<file path="src/lfkj_pkg.sv">
// ----------------------------------------------------------------------------
// lfkj_pkg - shared types and constants for the leg kinematics block
// Fixed widths, register indexes, arctangent table and rounding helpers.
// ----------------------------------------------------------------------------
`default_nettype none

package lfkj_pkg;

  localparam int ANG_W  = 28;   // residual angle, 2^-24 rad
  localparam int XY_W   = 34;   // CORDIC x/y, Q2.30 plus growth
  localparam int ACC_W  = 56;   // sums at scale 2^30
  localparam int OUT_W  = 19;
  localparam int TAB_LEN = 24;

  localparam logic signed [ANG_W-1:0] ANG_PI      = 28'sd52707179;
  localparam logic signed [ANG_W-1:0] ANG_HALF_PI = 28'sd26353589;
  localparam logic signed [XY_W-1:0]  CORDIC_GAIN = 34'sd652032874;

  typedef enum logic [2:0] {
    REG_ABAD   = 3'd0,
    REG_HIP    = 3'd1,
    REG_KNEE   = 3'd2,
    REG_OFFSET = 3'd3,
    REG_SIDE   = 3'd4
  } cfg_reg_t;

  // link geometry seen by the merge stage
  typedef struct packed {
    logic [15:0]        hip;
    logic [15:0]        knee;
    logic signed [17:0] lat;   // signed ab/ad offset
  } lfkj_geom_t;

  // one lane result, Q1.15
  typedef struct packed {
    logic signed [15:0] s;
    logic signed [15:0] c;
  } lfkj_sc_t;

  function automatic logic signed [ANG_W-1:0] atan_entry(input int i);
    logic signed [ANG_W-1:0] r;
    case (i)
      0: r = 28'sd13176795;
      1: r = 28'sd7778716;
      2: r = 28'sd4110060;
      3: r = 28'sd2086331;
      4: r = 28'sd1047214;
      5: r = 28'sd524117;
      6: r = 28'sd262123;
      7: r = 28'sd131069;
      default: r = (i < TAB_LEN) ? ANG_W'(28'sd65536 >>> (i - 8)) : '0;
    endcase
    return r;
  endfunction

  // Q.30 to Q1.15, round half up, saturate
  function automatic logic signed [15:0] round_sat16(input logic signed [XY_W-1:0] v);
    logic signed [XY_W:0]    t;
    logic signed [XY_W-15:0] q;
    logic signed [15:0]      r;
    t = (XY_W+1)'(v) + (XY_W+1)'(16384);
    q = t[XY_W:15];
    if (q > 32767)       r = 16'sh7FFF;
    else if (q < -32768) r = 16'sh8000;
    else                 r = q[15:0];
    return r;
  endfunction

  // scale 2^30 to output units, round half up, saturate to 19 bits
  function automatic logic signed [OUT_W-1:0] finish(input logic signed [ACC_W-1:0] v);
    logic signed [ACC_W:0]    t;
    logic signed [ACC_W-30:0] q;
    logic signed [OUT_W-1:0]  r;
    t = (ACC_W+1)'(v) + (ACC_W+1)'(64'sd536870912);
    q = t[ACC_W:30];
    if (q > 262143)       r = 19'sh3FFFF;
    else if (q < -262144) r = 19'sh40000;
    else                  r = q[OUT_W-1:0];
    return r;
  endfunction

endpackage

`default_nettype wire

</file>
<file path="src/lfkj_cordic.sv">
// ----------------------------------------------------------------------------
// lfkj_cordic - pipelined rotation-mode CORDIC lane
// One stage per iteration; folds the angle into +-pi/2 and rounds to Q1.15.
// Registered fold, micro-rotation and rounding stages; one angle per cycle.
// ----------------------------------------------------------------------------
`default_nettype none

module lfkj_cordic #(
  parameter int STEPS = 16
) (
  input  wire                 clk,
  input  wire                 rst,
  input  wire                 in_valid,
  input  wire logic signed [15:0] angle,
  output logic                out_valid,
  output lfkj_pkg::lfkj_sc_t  result
);
  import lfkj_pkg::*;

  logic                    vld [0:STEPS];
  logic                    flp [0:STEPS];
  logic signed [ANG_W-1:0] ang [0:STEPS];
  logic signed [XY_W-1:0]  xr  [0:STEPS];
  logic signed [XY_W-1:0]  yr  [0:STEPS];

  // angle scaling and quadrant fold
  logic signed [ANG_W-1:0] a_ext;
  assign a_ext = ANG_W'(angle) <<< 11;

  always_ff @(posedge clk) begin
    if (rst) vld[0] <= 1'b0;
    else     vld[0] <= in_valid;
    xr[0] <= CORDIC_GAIN;
    yr[0] <= '0;
    if (a_ext > ANG_HALF_PI) begin
      ang[0] <= a_ext - ANG_PI;
      flp[0] <= 1'b1;
    end else if (a_ext < -ANG_HALF_PI) begin
      ang[0] <= a_ext + ANG_PI;
      flp[0] <= 1'b1;
    end else begin
      ang[0] <= a_ext;
      flp[0] <= 1'b0;
    end
  end

  // micro-rotation stages
  for (genvar i = 0; i < STEPS; i++) begin : g_step
    localparam logic signed [ANG_W-1:0] ATN = atan_entry(i);
    always_ff @(posedge clk) begin
      if (rst) vld[i+1] <= 1'b0;
      else     vld[i+1] <= vld[i];
      flp[i+1] <= flp[i];
      if (!ang[i][ANG_W-1]) begin
        xr[i+1]  <= xr[i] - (yr[i] >>> i);
        yr[i+1]  <= yr[i] + (xr[i] >>> i);
        ang[i+1] <= ang[i] - ATN;
      end else begin
        xr[i+1]  <= xr[i] + (yr[i] >>> i);
        yr[i+1]  <= yr[i] - (xr[i] >>> i);
        ang[i+1] <= ang[i] + ATN;
      end
    end
  end

  // sign fix and rounding
  logic signed [XY_W-1:0] xf, yf;
  assign xf = flp[STEPS] ? -xr[STEPS] : xr[STEPS];
  assign yf = flp[STEPS] ? -yr[STEPS] : yr[STEPS];

  always_ff @(posedge clk) begin
    if (rst) out_valid <= 1'b0;
    else     out_valid <= vld[STEPS];
    result.c <= round_sat16(xf);
    result.s <= round_sat16(yf);
  end

endmodule

`default_nettype wire

</file>
<file path="config.mk">
export PLATFORM = sky130hd
export DESIGN_NAME = lfkj_cordic
export DESIGN_NICKNAME = d
export VERILOG_FILES = /design/src/lfkj_pkg.sv /design/src/lfkj_cordic.sv
export SDC_FILE = /design/constraint.sdc
export NUM_CORES = 2
export LEC_CHECK = 0
export BUFFER_PORTS_ARGS = -buffer_cell sky130_fd_sc_hd__buf_2
export CAP_MARGIN = 5
export CORE_UTILIZATION = 50
export CTS_BUF_LIST = sky130_fd_sc_hd__clkbuf_4 sky130_fd_sc_hd__clkbuf_8 sky130_fd_sc_hd__clkbuf_16
export DETAILED_ROUTE_END_ITERATION = 10
export HOLD_SLACK_MARGIN = 0.1
export PLACE_DENSITY = 0.69
export SYNTH_ARGS = -nofsm -noshare
export SYNTH_HDL_FRONTEND = slang
export SYNTH_SLANG_ARGS = --single-unit
</file>
<file path="constraint.sdc">
create_clock -name clk -period 11.9 [get_ports clk]
set_input_delay 0 -clock clk [delete_from_list [all_inputs] [get_ports clk]]
set_output_delay 0 -clock clk [all_outputs]
set_load 0.05 [all_outputs]
</file>
Word level (Yosys, flattened, before mapping) --
Memory sizes are Yosys's and may differ from the RTL's. A register that Yosys moved wholly into a read port is not among the register bits. Cells that the tools add are included.
Word-level totals: bits in registers 32, latch bits 0, bits in writable memories 1666, bits in read-only memories 0, bits of input ports 19, logic and storage cells 299, memories 5
Memory list:
- xr | depth 17, bits a word 34, rd ports 17, clocked after Yosys merged registers in 0, write ports 17, RTL line lfkj_cordic.sv:23 | logic signed [XY_W-1:0] xr [0:STEPS];
- yr | depth 17, bits a word 34, rd ports 17, clocked after Yosys merged registers in 0, write ports 17, RTL line lfkj_cordic.sv:24 | logic signed [XY_W-1:0] yr [0:STEPS];
- ang | depth 17, bits a word 28, rd ports 16, clocked after Yosys merged registers in 0, write ports 17, RTL line lfkj_cordic.sv:22 | logic signed [ANG_W-1:0] ang [0:STEPS];
- flp | depth 17, bits a word 1, rd ports 17, clocked after Yosys merged registers in 0, write ports 17, RTL line lfkj_cordic.sv:21 | logic flp [0:STEPS];
- vld | depth 17, bits a word 1, rd ports 17, clocked after Yosys merged registers in 1, write ports 17, RTL line lfkj_cordic.sv:20 | logic vld [0:STEPS];
Cells by class: add/subtract/negate cells 101, $mul 0, div/mod/pow operators 0, order comparisons 6, equality and inequality tests 0, shift operators 0, mux-type cells 116, bitwise gates (word level) 69, reductions and logical operators 0
Operators by type and width (count):
- $mux 34 | 34
- $mux 28 | 18
- $add 34x16->35 const B | 2
- $or 1x1->1 | 69
- $add 34x19->34 | 2
- $add 34x20->34 | 2
- $add 34x21->34 | 2
- $add 34x22->34 | 2
- $add 34x23->34 | 2
- $add 34x24->34 | 2
- $add 34x25->34 | 2
- $add 34x26->34 | 2
- $add 34x27->34 | 2
- $add 34x28->34 | 2
- $add 34x29->34 | 2
- $add 34x30->34 | 2
- $add 34x31->34 | 2
- $add 34x32->34 | 2
- $add 34x33->34 | 2
- $neg 34->34 | 2
- $sub 34x19->34 | 2
- $sub 34x20->34 | 2
- $sub 34x21->34 | 2
- $sub 34x22->34 | 2
- 51 further kinds | 129

Longest topological paths before layout --
depth after elaboration 6, mapped depth 22

Least setup slack after synthesis --
OpenSTA, ideal clock, no wires.
kind register to register, from memory xr[10][10], to memory yr[11][32], library setup time 0.072 ns, data arrival time 4.679 ns, required time 11.828 ns, setup slack 7.149 ns, cell stages (with the launch flop) 23, period minus slack after synthesis 4.751 ns, path through dfxtp_1 -> inv_1 -> ha_1 -> nand2b_1 -> or4_1 -> or2_2 -> nor3_1 -> nand2_1 -> nor4_1 -> nor2_1 -> xnor2_1 -> ha_1 -> nand2_1 -> o21ai_0 -> o21a_1 -> o21a_1 -> a311oi_1 -> a2111oi_0 -> a2111oi_0 -> nor3_1 -> a21o_1 -> a21oi_1 -> xnor2_1
RTL lines (RTL line):
- start, declared | lfkj_cordic.sv:23
- end, declared | lfkj_cordic.sv:24

==> metrics.md <==
| Metric | Value |
|---|---|
| Layout cell share with drive strength beyond 1 | `0.0471` |
| Largest net degree at the start of global routing | `78` |
| CTS sink cnt | `1405` |
| FMAX | `177 MHz` |
| Gr usage total | `0.254` |
| Hold endpoint | `ang[0][23]$_DFFE_PP_` |
| Crit Path Category | `reg2reg` |
| CTS root buf | `clkbuf_16` |
| # IOs | `52` |
| RSZ-0062 raised after global routing | `no` |
| FILL cells | `18.4k` |
| Vias per cell | `5.79` |
| Initial core utilization | `0.503` |
| Final cycle utilization of the critical path | `0.475` |
| Area of the mapped netlist | `102000 um^2` |
| Via Count | `86.5k` |
| Final WL | `268000 um` |
| Max Clock Skew | `0.0345 ns` |
| Vias in the first global route | `82.6k` |
| Worst-Skew Late Latency | `0.85 ns` |
| R2r startpoint | `xr[10][10]$_DFF_P_` |
| Worst Hold Path Cells | `4` |
| Mapped Cells | `12.0k` |
| R2r endpoint | `yr[11][32]$_DFF_P_` |
| Fin Hold WS | `0.192 ns` |
| Port bufs | `51` |
| Netlist cell types | `98` |
| Reg area | `28400 um^2` |
| Max Cap Viol | `0` |
| Crit Path Max Fanout | `6` |
| Die Wd | `453 um` |
| Post-synth ARST share | `0` |
| GP Congestion | `0.963` |
| Clk buf depth | `3` |
| Minimum clock period | `5.65 ns` |
| H-tree lvl count | `4` |
| Yosys warns | `0` |
| Number of synthesized flops with an enable pin | `21` |
| Cell row count | `165` |
| DRC errors left | `0` |
| Nets | `13.4k` |
| Beginning of the worst hold path | `angle[12]` |
| Flop-to-flop setup slack | `6.25 ns` |
| Sequential fraction of the synthesis area | `0.278` |
| Post-DP HPWL | `215000 um` |
| ANT nets after route | `0` |
| CTS tree | `built` |
| Die ar. | `205000 um^2` |
| R2R cell count | `22` |
| Drt pass-1 iters | `8` |
| Hold WC Path Type | `in2reg` |
| Setup crit end kind | `flop` |
| Core ar. | `202000 um^2` |
| Sum Neg Setup Slack | `0 ns` |
| Clock transition at the registers of the reported paths | `0.06 ns` |
| Arrival time worst endpoint | `6.42 ns` |
| Die Y | `453 um` |
| Slew headroom | `0.159` |
| Detailed-route wire length per cell | `18.0 um` |
| CTS Buf Count | `162` |
| Final setup fails | `0` |
| Flops & latches, synth | `1405` |
| Synth-to-Final Area Change | `9.23%` |
| Startpoint types | `flop` |
| First-pass GRT wire length | `429000 um` |
| Gr ovfl total | `0` |
| Footprint of the multi-input gates | `70800 um^2` |
| Max-slew violation count | `0` |
| Outcome | `finished clean` |
| Slew at the pin closest to its max-slew limit | `1.25 ns` |
| Initial antenna violation count | `9` |
| Average cell area after synthesis | `8.48 um^2` |
| Hold Fails Final Rpt | `0` |
| Critical Path RT | `12.67 ns` |
| Fin util | `0.550` |
| Iteration-0 DRC Markers | `6190` |
| Top FF cell, synth | `dfxtp_1` |
==> cells in the mapped netlist (24+ instances only) <==
| cell | number | area share |
|---|---|---|
| nand4_1 | 55 | 0.0034 |
| or3_1 | 95 | 0.0058 |
| clkbuf_1 | 145 | 0.0053 |
| a211oi_1 | 130 | 0.0096 |
| fa_1 | 43 | 0.0085 |
| o21a_1 | 213 | 0.016 |
| o41ai_1 | 44 | 0.0038 |
| or2_2 | 42 | 0.0026 |
| ha_1 | 1254 | 0.15 |
| and2_1 | 75 | 0.0046 |
| a21o_1 | 457 | 0.034 |
| mux2_2 | 59 | 0.0065 |
| a21boi_0 | 31 | 0.0023 |
| a21oi_1 | 1312 | 0.064 |
| o31a_1 | 26 | 0.0022 |
| nor2b_1 | 187 | 0.011 |
| nand2_1 | 510 | 0.019 |
| and3_1 | 130 | 0.0080 |
| nand3_1 | 182 | 0.0089 |
| nand2b_1 | 179 | 0.011 |
| a211o_1 | 38 | 0.0033 |
| nor4_1 | 97 | 0.0060 |
| mux2i_1 | 51 | 0.0050 |
| xor2_1 | 584 | 0.050 |
| o21ai_0 | 550 | 0.027 |
| dfxtp_1 | 1384 | 0.27 |
| or4_1 | 30 | 0.0022 |
| inv_1 | 532 | 0.020 |
| xnor2_1 | 1179 | 0.10 |
| nor2_1 | 1157 | 0.043 |
| a2111oi_0 | 28 | 0.0024 |
| o211ai_1 | 43 | 0.0032 |
| buf_1 | 43 | 0.0016 |
| o21bai_1 | 183 | 0.013 |
| o31ai_1 | 52 | 0.0038 |
| a31oi_1 | 132 | 0.0081 |
| nor3b_1 | 24 | 0.0018 |
| nor3_1 | 355 | 0.017 |
==> through the flow <==
step / std cells / area (um^2) / setup WS, ns
2_1_floorplan: 12000 / 102000 / 7.15
3_3_place_gp: 14600 / 105000 / 6.17
3_5_place_dp: 14600 / 105000 / 6.29
4_1_cts: 14900 / 111000 / 6.27
5_1_grt: 14900 / 111000 / 5.80
6_report: 14900 / 111000 / 6.25
==> repair_timing <==
item / 4_1_cts / 5_1_grt
hold buffers: 52 / 0
buffers inserted: 0 / 0
gates resized for setup: 0 / 0
setup endpoints to repair: 0 / 0
endpoints found under the hold margin: 37 / 0
==> cell families (layout without fill, tap and decap cells) <==
logic type / after synthesis / count (layout) / share of synthesized area
compound gates: 3498 / 3498 / 0.216
fa+ha+maj: 1299 / 1299 / 0.163
flops: 1405 / 1405 / 0.278
buf+inv: 733 / 974 / 0.0273
simple gates: 3195 / 3195 / 0.152
other cells: 1 / 26 / 0.0000368
xor+xnor: 1764 / 1764 / 0.152
mux: 110 / 110 / 0.0115
==> routing by layer <==
metal	GRT usage	vias to the layer above	part of all wire
li1	-	43200	-
met5	0	-	0
met2	0.429	2239	0.46
met4	0.102	0	0.039
met3	0.0331	502	0.050
met1	0.326	40500	0.45
==> sequential cells by signal (all words and copies together), names as in the netlist <==
signal     flops
ang          343
flp           17
out_valid      1
result        32
vld           17
xr           484
yr           511
==> layout make-up <==
| cell class | instances | area share |
|---|---|---|
| clock inverter | 79 | 0.00892 |
| antenna | 5 | 0.000113 |
| clock buffer | 219 | 0.0421 |
| tap | 2672 | 0.0301 |
| multi-input combinational | 9887 | 0.636 |
| sequential | 1405 | 0.255 |
| inverter | 539 | 0.0182 |
| timing repair buffer | 137 | 0.00927 |
==> worst max-delay path, cell delays in order (launching register included) <==
cell	delay [ns]
dfxtp_1	0.34
inv_1	0.07
ha_1	0.16
nand2b_1	0.08
or4_1	0.42
or2_2	0.33
nor3_1	0.31
nand2_1	0.14
nor4_1	0.46
nor2_1	0.13
xnor2_1	0.17
ha_1	0.38
nand2_1	0.09
o21ai_0	0.14
o21a_1	0.22
o21a_1	0.16
a311oi_1	0.55
a2111oi_0	0.30
a2111oi_0	0.47
nor3_1	0.15
a21o_1	0.21
a21oi_1	0.19
xnor2_1	0.13
==> cell usage in the layout, fill, tap and decap left out, drive strengths merged, types with 29 or more instances in the layout <==
| master | instances |
|---|---|
| nor3 | 355 |
| or4 | 32 |
| buf | 85 |
| o31ai | 52 |
| o21a | 213 |
| o41ai | 46 |
| clkinv | 43 |
| nand3 | 182 |
| nand4 | 57 |
| a21boi | 33 |
| a31oi | 132 |
| or2 | 43 |
| dfxtp | 1384 |
| o21ai | 568 |
| mux2 | 59 |
| ha | 1254 |
| clkbuf | 219 |
| xor2 | 585 |
| mux2i | 51 |
| and3 | 130 |
| dlygate4sd3 | 52 |
| o21bai | 183 |
| a211oi | 130 |
| a2111oi | 29 |
| nand2 | 510 |
| inv | 547 |
| o211ai | 43 |
| nor2 | 1157 |
| a21oi | 1318 |
| nor2b | 187 |
| fa | 43 |
| nor4 | 101 |
| xnor2 | 1179 |
| nand2b | 179 |
| a211o | 38 |
| or3 | 95 |
| and2 | 75 |
| a21o | 457 |
==> how the worst max path moves through the flow <==
stage,from,endpoint,slack (ns)
global placement,xr[10][10]$_DFF_P_,yr[11][32]$_DFF_P_,6.17
floorplan,xr[10][10]$_DFF_P_,yr[11][32]$_DFF_P_,7.15
finish,xr[10][10]$_DFF_P_,yr[11][32]$_DFF_P_,6.25
global route,xr[10][10]$_DFF_P_,yr[11][32]$_DFF_P_,5.80
CTS,xr[10][10]$_DFF_P_,yr[11][32]$_DFF_P_,6.27
detailed placement,xr[10][10]$_DFF_P_,yr[11][32]$_DFF_P_,6.29
Power is left out: the tool's default activity adds up to more than one toggle a clock period on the data nets, which glitch-free logic cannot reach.
